## config.mk

```make
export PLATFORM = sky130hd
export DESIGN_NAME = gregorian_date_add_days
export DESIGN_NICKNAME = d
export VERILOG_FILES = /design/src/hw/rtl/gda_pkg.sv /design/src/hw/rtl/gregorian_date_add_days.sv /design/src/hw/rtl/gda_dpath.sv /design/src/hw/rtl/gda_ctrl.sv
export SDC_FILE = /design/constraint.sdc
export NUM_CORES = 1
export LEC_CHECK = 0
export ABC_AREA = 1
export BUFFER_PORTS_ARGS = -buffer_cell sky130_fd_sc_hd__clkbuf_2
export CAP_MARGIN = 25
export CORE_MARGIN = 3
export CORE_UTILIZATION = 65
export DETAILED_ROUTE_END_ITERATION = 8
export GPL_TIMING_DRIVEN = 0
export PLACE_DENSITY = 0.89
export SLEW_MARGIN = 20
export SYNTH_ARGS = -nofsm -noshare
export SYNTH_HDL_FRONTEND = slang
export SYNTH_SLANG_ARGS = --single-unit
```

## constraint.sdc

```tcl
create_clock -name aclk -period 10.5 [get_ports aclk]
set_input_delay 0.525 -clock aclk [delete_from_list [all_inputs] [get_ports aclk]]
set_output_delay 0.525 -clock aclk [all_outputs]
set_load 0.005 [all_outputs]
```

## src/hw/rtl/gda_pkg.sv

```systemverilog
// ----------------------------------------------------------------------------
// gda_pkg: shared types, widths and calendar tables
// Command and status structs between controller and datapath, the
// month-length and days-before-month tables, and the leap test.
// ----------------------------------------------------------------------------
package gda_pkg;

    localparam int YEAR_W      = 14;
    localparam int YCNT_W      = YEAR_W + 1;   // year count may run past 16383
    localparam int MONTH_W     = 4;
    localparam int DAY_W       = 5;
    localparam int OFF_W       = 16;
    localparam int TOTAL_W     = 17;           // up to 334 + 1 + 31 + 65535
    localparam int REM_W       = YEAR_W;       // year mod 400 while being reduced
    localparam int STEP_W      = 3;
    localparam int IN_TDATA_W  = 40;
    localparam int OUT_TDATA_W = 24;

    localparam logic [STEP_W-1:0]  MOD_STEP_FIRST = 3'd5;  // 400 << 5 = 12800
    localparam logic [REM_W-1:0]   REM_LAST       = 14'd399;
    localparam logic [MONTH_W-1:0] MONTH_LAST     = 4'd12;
    localparam logic [MONTH_W-1:0] MONTH_FIRST    = 4'd1;
    localparam logic [TOTAL_W-1:0] DAYS_YEAR      = 17'd365;
    localparam logic [TOTAL_W-1:0] DAYS_LEAP_YEAR = 17'd366;

    typedef struct packed {
        logic load;        // capture the input transfer
        logic mod_step;    // one conditional subtract of 400 << k
        logic sum;         // form the day count from month, day and offset
        logic year_step;   // take off one whole year
        logic month_step;  // take off one whole month
        logic out_load;    // move the finished date to the result register
    } cmd_t;

    typedef struct packed {
        logic mod_last;    // the current reduction step is the final one
        logic year_more;   // day count still exceeds the current year
        logic month_more;  // day count still exceeds the current month
    } sts_t;

    // 400 shifted left by the step index
    function automatic logic [REM_W-1:0] mod_const(input logic [STEP_W-1:0] k);
        logic [REM_W-1:0] c;
        case (k)
            3'd0:    c = 14'd400;
            3'd1:    c = 14'd800;
            3'd2:    c = 14'd1600;
            3'd3:    c = 14'd3200;
            3'd4:    c = 14'd6400;
            3'd5:    c = 14'd12800;
            default: c = 14'd400;
        endcase
        return c;
    endfunction

    // leap test on the year taken mod 400
    function automatic logic is_leap(input logic [REM_W-1:0] r);
        return (r[1:0] == 2'd0) && (r != 14'd100) && (r != 14'd200) && (r != 14'd300);
    endfunction

    function automatic logic [TOTAL_W-1:0] month_len(input logic leap,
                                                     input logic [MONTH_W-1:0] m);
        logic [TOTAL_W-1:0] d;
        case (m)
            4'd1, 4'd3, 4'd5, 4'd7, 4'd8, 4'd10, 4'd12: d = 17'd31;
            4'd4, 4'd6, 4'd9, 4'd11:                    d = 17'd30;
            4'd2:    d = leap ? 17'd29 : 17'd28;
            default: d = 17'd0;
        endcase
        return d;
    endfunction

    // days in the months before m of a common year; m is already clamped to 12
    function automatic logic [TOTAL_W-1:0] days_before(input logic [MONTH_W-1:0] m);
        logic [TOTAL_W-1:0] d;
        case (m)
            4'd2:    d = 17'd31;
            4'd3:    d = 17'd59;
            4'd4:    d = 17'd90;
            4'd5:    d = 17'd120;
            4'd6:    d = 17'd151;
            4'd7:    d = 17'd181;
            4'd8:    d = 17'd212;
            4'd9:    d = 17'd243;
            4'd10:   d = 17'd273;
            4'd11:   d = 17'd304;
            4'd12:   d = 17'd334;
            default: d = 17'd0;
        endcase
        return d;
    endfunction

endpackage

```

## src/hw/rtl/gregorian_date_add_days.sv

```systemverilog
// ----------------------------------------------------------------------------
// gregorian_date_add_days: gregorian date plus a day offset
// Adds a non-negative day offset to a start date and returns the later date.
// ----------------------------------------------------------------------------
//
//  channel  dir  fields (tdata, lowest bit first)
//  -------  ---  ----------------------------------------------------------
//  s_       in   start_year[13:0] start_month[17:14] start_day[22:18]
//                offset_days[38:23], bit 39 zero
//  m_       out  result_year[13:0] result_month[17:14] result_day[22:18],
//                bit 23 zero
//
//  from input transfer to the result register, an item passes through six
//  steps that reduce the year mod 400, one that forms the day count, Y year
//  steps, where Y is the number of whole years taken off (up to about 180),
//  M month steps for the whole months (up to 11), one exit test for each loop
//  and one step that loads the result; the controller then returns to idle
//  and takes the next input transfer only there, while no item is in flight
//  aresetn is synchronous and clears the controller and the result valid
//  a stalled result holds in its register; the next input transfer is taken
//  while it waits, but the loaded item finishes only once it is gone
//
module gregorian_date_add_days (
    input  logic                               aclk,
    input  logic                               aresetn,
    input  logic                               s_tvalid,
    output logic                               s_tready,
    // start_year, start_month, start_day, offset_days, zero pad
    input  logic [gda_pkg::IN_TDATA_W-1:0]     s_tdata,
    output logic                               m_tvalid,
    input  logic                               m_tready,
    // result_year, result_month, result_day, zero pad
    output logic [gda_pkg::OUT_TDATA_W-1:0]    m_tdata
);

    // command and status between controller and datapath
    gda_pkg::cmd_t cmd;
    gda_pkg::sts_t sts;

    // sequencing, handshakes and result valid
    gda_ctrl u_ctrl (
        .aclk     (aclk),
        .aresetn  (aresetn),
        .s_tvalid (s_tvalid),
        .s_tready (s_tready),
        .m_tvalid (m_tvalid),
        .m_tready (m_tready),
        .sts      (sts),
        .cmd      (cmd)
    );

    // year count, mod-400 leap tracking, day count and result register
    gda_dpath u_dpath (
        .aclk    (aclk),
        .s_tdata (s_tdata),
        .cmd     (cmd),
        .sts     (sts),
        .m_tdata (m_tdata)
    );

endmodule

```

## src/hw/rtl/gda_dpath.sv

```systemverilog
// ----------------------------------------------------------------------------
// gda_dpath: date arithmetic datapath
// Holds the year count, year mod 400, month and day count, reduces the year
// mod 400 and steps one year or month per command; holds the result register.
// ----------------------------------------------------------------------------
module gda_dpath (
    input  logic                              aclk,
    input  logic [gda_pkg::IN_TDATA_W-1:0]    s_tdata,
    input  gda_pkg::cmd_t                     cmd,
    output gda_pkg::sts_t                     sts,
    output logic [gda_pkg::OUT_TDATA_W-1:0]   m_tdata
);

    logic [gda_pkg::YCNT_W-1:0]   year_reg,  year_next;
    logic [gda_pkg::REM_W-1:0]    rem_reg,   rem_next;
    logic [gda_pkg::STEP_W-1:0]   k_reg,     k_next;
    logic [gda_pkg::MONTH_W-1:0]  month_reg, month_next;
    logic [gda_pkg::DAY_W-1:0]    day_reg,   day_next;
    logic [gda_pkg::OFF_W-1:0]    off_reg,   off_next;
    logic [gda_pkg::TOTAL_W-1:0]  total_reg, total_next;
    logic [gda_pkg::OUT_TDATA_W-1:0] res_reg, res_next;

    logic [gda_pkg::YEAR_W-1:0]   in_year;
    logic [gda_pkg::MONTH_W-1:0]  in_month;
    logic [gda_pkg::REM_W-1:0]    mc;
    logic                         leap;
    logic [gda_pkg::TOTAL_W-1:0]  ylen;
    logic [gda_pkg::TOTAL_W-1:0]  mlen;
    logic [gda_pkg::TOTAL_W-1:0]  sum_days;

    assign in_year  = s_tdata[13:0];
    assign in_month = (s_tdata[17:14] > gda_pkg::MONTH_LAST) ? gda_pkg::MONTH_LAST
                                                             : s_tdata[17:14];

    assign mc   = gda_pkg::mod_const(k_reg);
    assign leap = gda_pkg::is_leap(rem_reg);
    assign ylen = leap ? gda_pkg::DAYS_LEAP_YEAR : gda_pkg::DAYS_YEAR;
    assign mlen = gda_pkg::month_len(leap, month_reg);

    assign sum_days = gda_pkg::days_before(month_reg)
                    + {16'd0, (leap && (month_reg > 4'd2))}
                    + {12'd0, day_reg}
                    + {1'b0, off_reg};

    assign sts.mod_last   = (k_reg == '0);
    assign sts.year_more  = (total_reg > ylen);
    assign sts.month_more = (month_reg < gda_pkg::MONTH_LAST) && (total_reg > mlen);

    always_comb begin
        year_next  = year_reg;
        rem_next   = rem_reg;
        k_next     = k_reg;
        month_next = month_reg;
        day_next   = day_reg;
        off_next   = off_reg;
        total_next = total_reg;
        res_next   = res_reg;
        if (cmd.load) begin
            year_next  = {1'b0, in_year};
            rem_next   = in_year;
            k_next     = gda_pkg::MOD_STEP_FIRST;
            month_next = in_month;
            day_next   = s_tdata[22:18];
            off_next   = s_tdata[38:23];
        end
        if (cmd.mod_step) begin
            if (rem_reg >= mc) begin
                rem_next = rem_reg - mc;
            end
            k_next = k_reg - 3'd1;
        end
        if (cmd.sum) begin
            total_next = sum_days;
            month_next = gda_pkg::MONTH_FIRST;
        end
        if (cmd.year_step) begin
            total_next = total_reg - ylen;
            year_next  = year_reg + 15'd1;
            rem_next   = (rem_reg == gda_pkg::REM_LAST) ? '0 : rem_reg + 14'd1;
        end
        if (cmd.month_step) begin
            total_next = total_reg - mlen;
            month_next = month_reg + 4'd1;
        end
        if (cmd.out_load) begin
            res_next = {1'b0, total_reg[gda_pkg::DAY_W-1:0], month_reg,
                        year_reg[gda_pkg::YEAR_W-1:0]};
        end
    end

    always_ff @(posedge aclk) begin
        year_reg  <= year_next;
        rem_reg   <= rem_next;
        k_reg     <= k_next;
        month_reg <= month_next;
        day_reg   <= day_next;
        off_reg   <= off_next;
        total_reg <= total_next;
        res_reg   <= res_next;
    end

    assign m_tdata = res_reg;

endmodule

```

## src/hw/rtl/gda_ctrl.sv

```systemverilog
// ----------------------------------------------------------------------------
// gda_ctrl: sequencing controller
// Walks one item through mod-400 reduction, day sum, year and month loops,
// and owns the handshakes and the result valid flag.
// ----------------------------------------------------------------------------
module gda_ctrl (
    input  logic          aclk,
    input  logic          aresetn,
    input  logic          s_tvalid,
    output logic          s_tready,
    output logic          m_tvalid,
    input  logic          m_tready,
    input  gda_pkg::sts_t sts,
    output gda_pkg::cmd_t cmd
);

    localparam logic [2:0] ST_IDLE  = 3'd0;
    localparam logic [2:0] ST_MOD   = 3'd1;
    localparam logic [2:0] ST_SUM   = 3'd2;
    localparam logic [2:0] ST_YEAR  = 3'd3;
    localparam logic [2:0] ST_MONTH = 3'd4;
    localparam logic [2:0] ST_DONE  = 3'd5;

    logic [2:0] state_reg, state_next;
    logic       valid_reg, valid_next;

    always_comb begin
        state_next = state_reg;
        cmd        = '0;
        s_tready   = 1'b0;
        case (state_reg)
            ST_IDLE: begin
                s_tready = 1'b1;
                if (s_tvalid) begin
                    cmd.load   = 1'b1;
                    state_next = ST_MOD;
                end
            end
            ST_MOD: begin
                cmd.mod_step = 1'b1;
                if (sts.mod_last) begin
                    state_next = ST_SUM;
                end
            end
            ST_SUM: begin
                cmd.sum    = 1'b1;
                state_next = ST_YEAR;
            end
            ST_YEAR: begin
                if (sts.year_more) begin
                    cmd.year_step = 1'b1;
                end else begin
                    state_next = ST_MONTH;
                end
            end
            ST_MONTH: begin
                if (sts.month_more) begin
                    cmd.month_step = 1'b1;
                end else begin
                    state_next = ST_DONE;
                end
            end
            ST_DONE: begin
                if (!valid_reg || m_tready) begin
                    cmd.out_load = 1'b1;
                    state_next   = ST_IDLE;
                end
            end
            default: begin
                state_next = ST_IDLE;
            end
        endcase
    end

    always_comb begin
        valid_next = valid_reg;
        if (cmd.out_load) begin
            valid_next = 1'b1;
        end else if (m_tready) begin
            valid_next = 1'b0;
        end
    end

    always_ff @(posedge aclk) begin
        if (!aresetn) begin
            state_reg <= ST_IDLE;
            valid_reg <= 1'b0;
        end else begin
            state_reg <= state_next;
            valid_reg <= valid_next;
        end
    end

    assign m_tvalid = valid_reg;

endmodule

```

==> run summary <==
Clk sinks: 109
Initial DRC count: 699
R2R setup slack: 4.87 ns
Die Width: 113 um
Area of the mapped netlist: 0.00745 mm^2
Peak VDD IR: 0.229 mV
R2R cell count: 19
Post-synthesis sequential area ratio: 0.408
Status: completed
CP bufs+invs: 4
Hold EP: u_dpath.off_reg[5]
Most frequent cells in the layout: nand2_1 (211), inv_1 (103), edfxtp_1 (86)
WL/cell: 16.5 um
Max Root-Sink Buffers: 2
Critical Path Max Stage Delay: 0.88 ns
Most used DFF post-synth: edfxtp_1
CP endpoint kind: register
# hold bufs at CTS: 0
Count of final setup violators: 0
Final setup TNS: 0 ns
Reg-to-reg critical path startpoint: u_dpath.rem_reg[5]
R2R Path End: u_dpath.total_reg[2]
Nets@finish: 1079
Pins Over Slew Limit: 0
Post-CTS Repair Setup Buffers: 0
Hold Startpoint: s_tdata[28]
Die area: 0.0128 mm^2
Slew headroom: 0.321
TritonCTS Buffers: 9
Die Y: 113 um
CP cell instances: nor2_1, nand3_1, nand2_1, nand2_1, o41ai_1, buf_1, ha_1, inv_1, nor2_1, o21ai_1, nand2_1, nand2_1, nand2_1, nor2_1, nand2_1, nand3_2, clkbuf_1, buf_1, nand3_1
Largest net degree at the start of global routing: 31
Largest area contributor in the netlist: edfxtp_1
HP Class: input pin to register
Clock Latency Late Sink: 0.36 ns
Power per standard cell area: 377 mW/mm^2
Post-cts gate resize count: 0
DRT antenna net count: 0
Kind of start point of the critical path: register
IO Count: 70
Share of the synthesized area in the top cell type: 0.347
Post-synth EDFFs: 86
Final Util: 0.752
Clock transition at path regs: 0.08 ns
Most common cell after layout, fill and taps aside: nand2_1
Critical Path AT: 5.45 ns
Distinct cells, synth: 52
GRT Total Usage: 0.291
H-tree depth: 3
RSZ-0062 raised after global routing: false
Hold Path Cell Cnt: 1
Synth async-reset ratio: 0
CP Max Fanout: 17
Vias/cell: 5.89
Worst slack at placement: 5.11 ns
Post-DP HPWL: 13.6 mm
Syn_nets: 997
Final setup margin: 4.87 ns
Post-synthesis cell count: 894
CP top delay family: simple AND/OR/NAND/NOR gates
I/O Buffers: 67
Synth warn: 0
Vias in the first global route: 6148
First-pass GRT wire length: 29.6 mm
Most frequent CP cell: nand2_1
GRT overflow: 0
Leak: 0.00380 uW
Area delta synth->final: 11.4%
Synth Register Bits: 109
Total iterations of the first detailed-routing run: 5
Syn Area/Cell: 8.34 um^2
Largest register FFs: 23
Routability-driven placement congestion ratio: 1.01
Largest cells by area after synthesis: edfxtp_1 (35%), nand2_1 (11%), ha_1 (8.4%), dfxtp_1 (6.2%), inv_1 (5.2%)
Worst EP required: 10.32 ns
Initial core utilization: 0.676
Final hold violations: 0
Initial antenna violation count: 0
Period utilization: 0.536
Shortest period the worst path allows: 5.63 ns
CP Class: register to register
Fillers: 805
Via count: 6603
Ratio of cells with drive above 1 in the final layout: 0.134
CTS tree: built
DRC errors left: 0
# diodes: 0
Root buffer cell: clkbuf_16
Final wirelength: 18.5 mm
Total core area: 0.0110 mm^2
Worst clock skew: 0.0115 ns
Max Clock Freq: 0.178 GHz
Worst-Margin Slew: 1.02 ns
Row cnt: 38
Slowest-stage cell, CP: nand3_1
Max-cap violations: 0
==> worst max-delay path by stage <==
stage / start / to / depth (start not counted)
final: u_dpath.rem_reg[5] / u_dpath.total_reg[2] / 19
after global routing: u_dpath.rem_reg[5] / u_dpath.total_reg[2] / 19
after CTS: u_dpath.rem_reg[5] / u_dpath.total_reg[2] / 19
after detailed placement: u_dpath.rem_reg[13] / u_dpath.total_reg[11] / 19
after global placement: u_dpath.rem_reg[5] / u_dpath.total_reg[15] / 18
after floorplan: u_dpath.rem_reg[5] / u_dpath.total_reg[14] / 24
==> cell type report <==
class	instances	area, um^2	area share
Buffer	18	91.3	0.0110
Inverter	112	425	0.0513
Clock buffer	9	225	0.0271
Timing Repair Buffer	71	354	0.0427
Tap cell	140	175	0.0211
Multi-Input combinational cell	655	3900	0.470
Sequential cell	109	3040	0.367
Clock inverter	7	85.1	0.0103
==> where the power goes <==
| part | switching (uW) | total [uW] | internal, uW |
|---|---|---|---|
| clock | 171 | 360 | 189 |
| combinational | 1200 | 1890 | 692 |
| sequential | 159 | 873 | 714 |
==> layer usage <==
layer	global-route usage	share of wire
met1	0.387	0.42
met2	0.479	0.47
met3	0.0567	0.085
met4	0.105	0.025
met5	0	0
==> Yosys cell counts (7+ instances only) <==
master and number:
a211oi_1 7, xnor2_1 7, a31oi_1 8, o211ai_1 13, nor3_1 16, ha_1 50
o22ai_1 7, o21ai_0 59, xor2_1 44, nand3_1 45, a21oi_1 37, nor2_1 77
fa_1 9, inv_1 103, dfxtp_1 23, nand4_1 8, nand2_2 10, nand2_1 211
clkbuf_1 11, edfxtp_1 86
==> through the flow <==
stage               cell area [um^2]  total power [uW]  hold WS (ns)  std cells
CTS                             8300              3080         0.325       1121
detailed placement              7990              2700         0.464       1105
global route                    8300              3380         0.323       1121
global placement                7960              2620         0.452       1101
finish                          8300              3130         0.331       1121
floorplan                       7450              2250         0.426        894
==> worst reg2reg max path, cell delays in order, from the launching register on <==
cell and delay [ns]:
dfxtp_1 0.42, nor2_1 0.17, nand3_1 0.09, nand2_1 0.06, nand2_1 0.05, o41ai_1 0.67
buf_1 0.27, ha_1 0.29, inv_1 0.06, nor2_1 0.04, o21ai_1 0.26, nand2_1 0.16
nand2_1 0.09, nand2_1 0.09, nor2_1 0.22, nand2_1 0.11, nand3_2 0.14, clkbuf_1 0.44
buf_1 0.59, nand3_1 0.88
==> cells by family (layout without fill, tap and decap cells) <==
family | Yosys count | after routing | synth area share
compound gates | 150 | 150 | 0.117
xor+xnor | 51 | 51 | 0.0599
fa+ha+maj | 59 | 59 | 0.108
buf+inv | 130 | 217 | 0.0692
flops | 109 | 109 | 0.408
mux | 1 | 1 | 0.00134
other cells | 1 | 1 | 0.000503
simple gates | 393 | 393 | 0.235
Note: power is estimated with default switching activity, not from simulation.
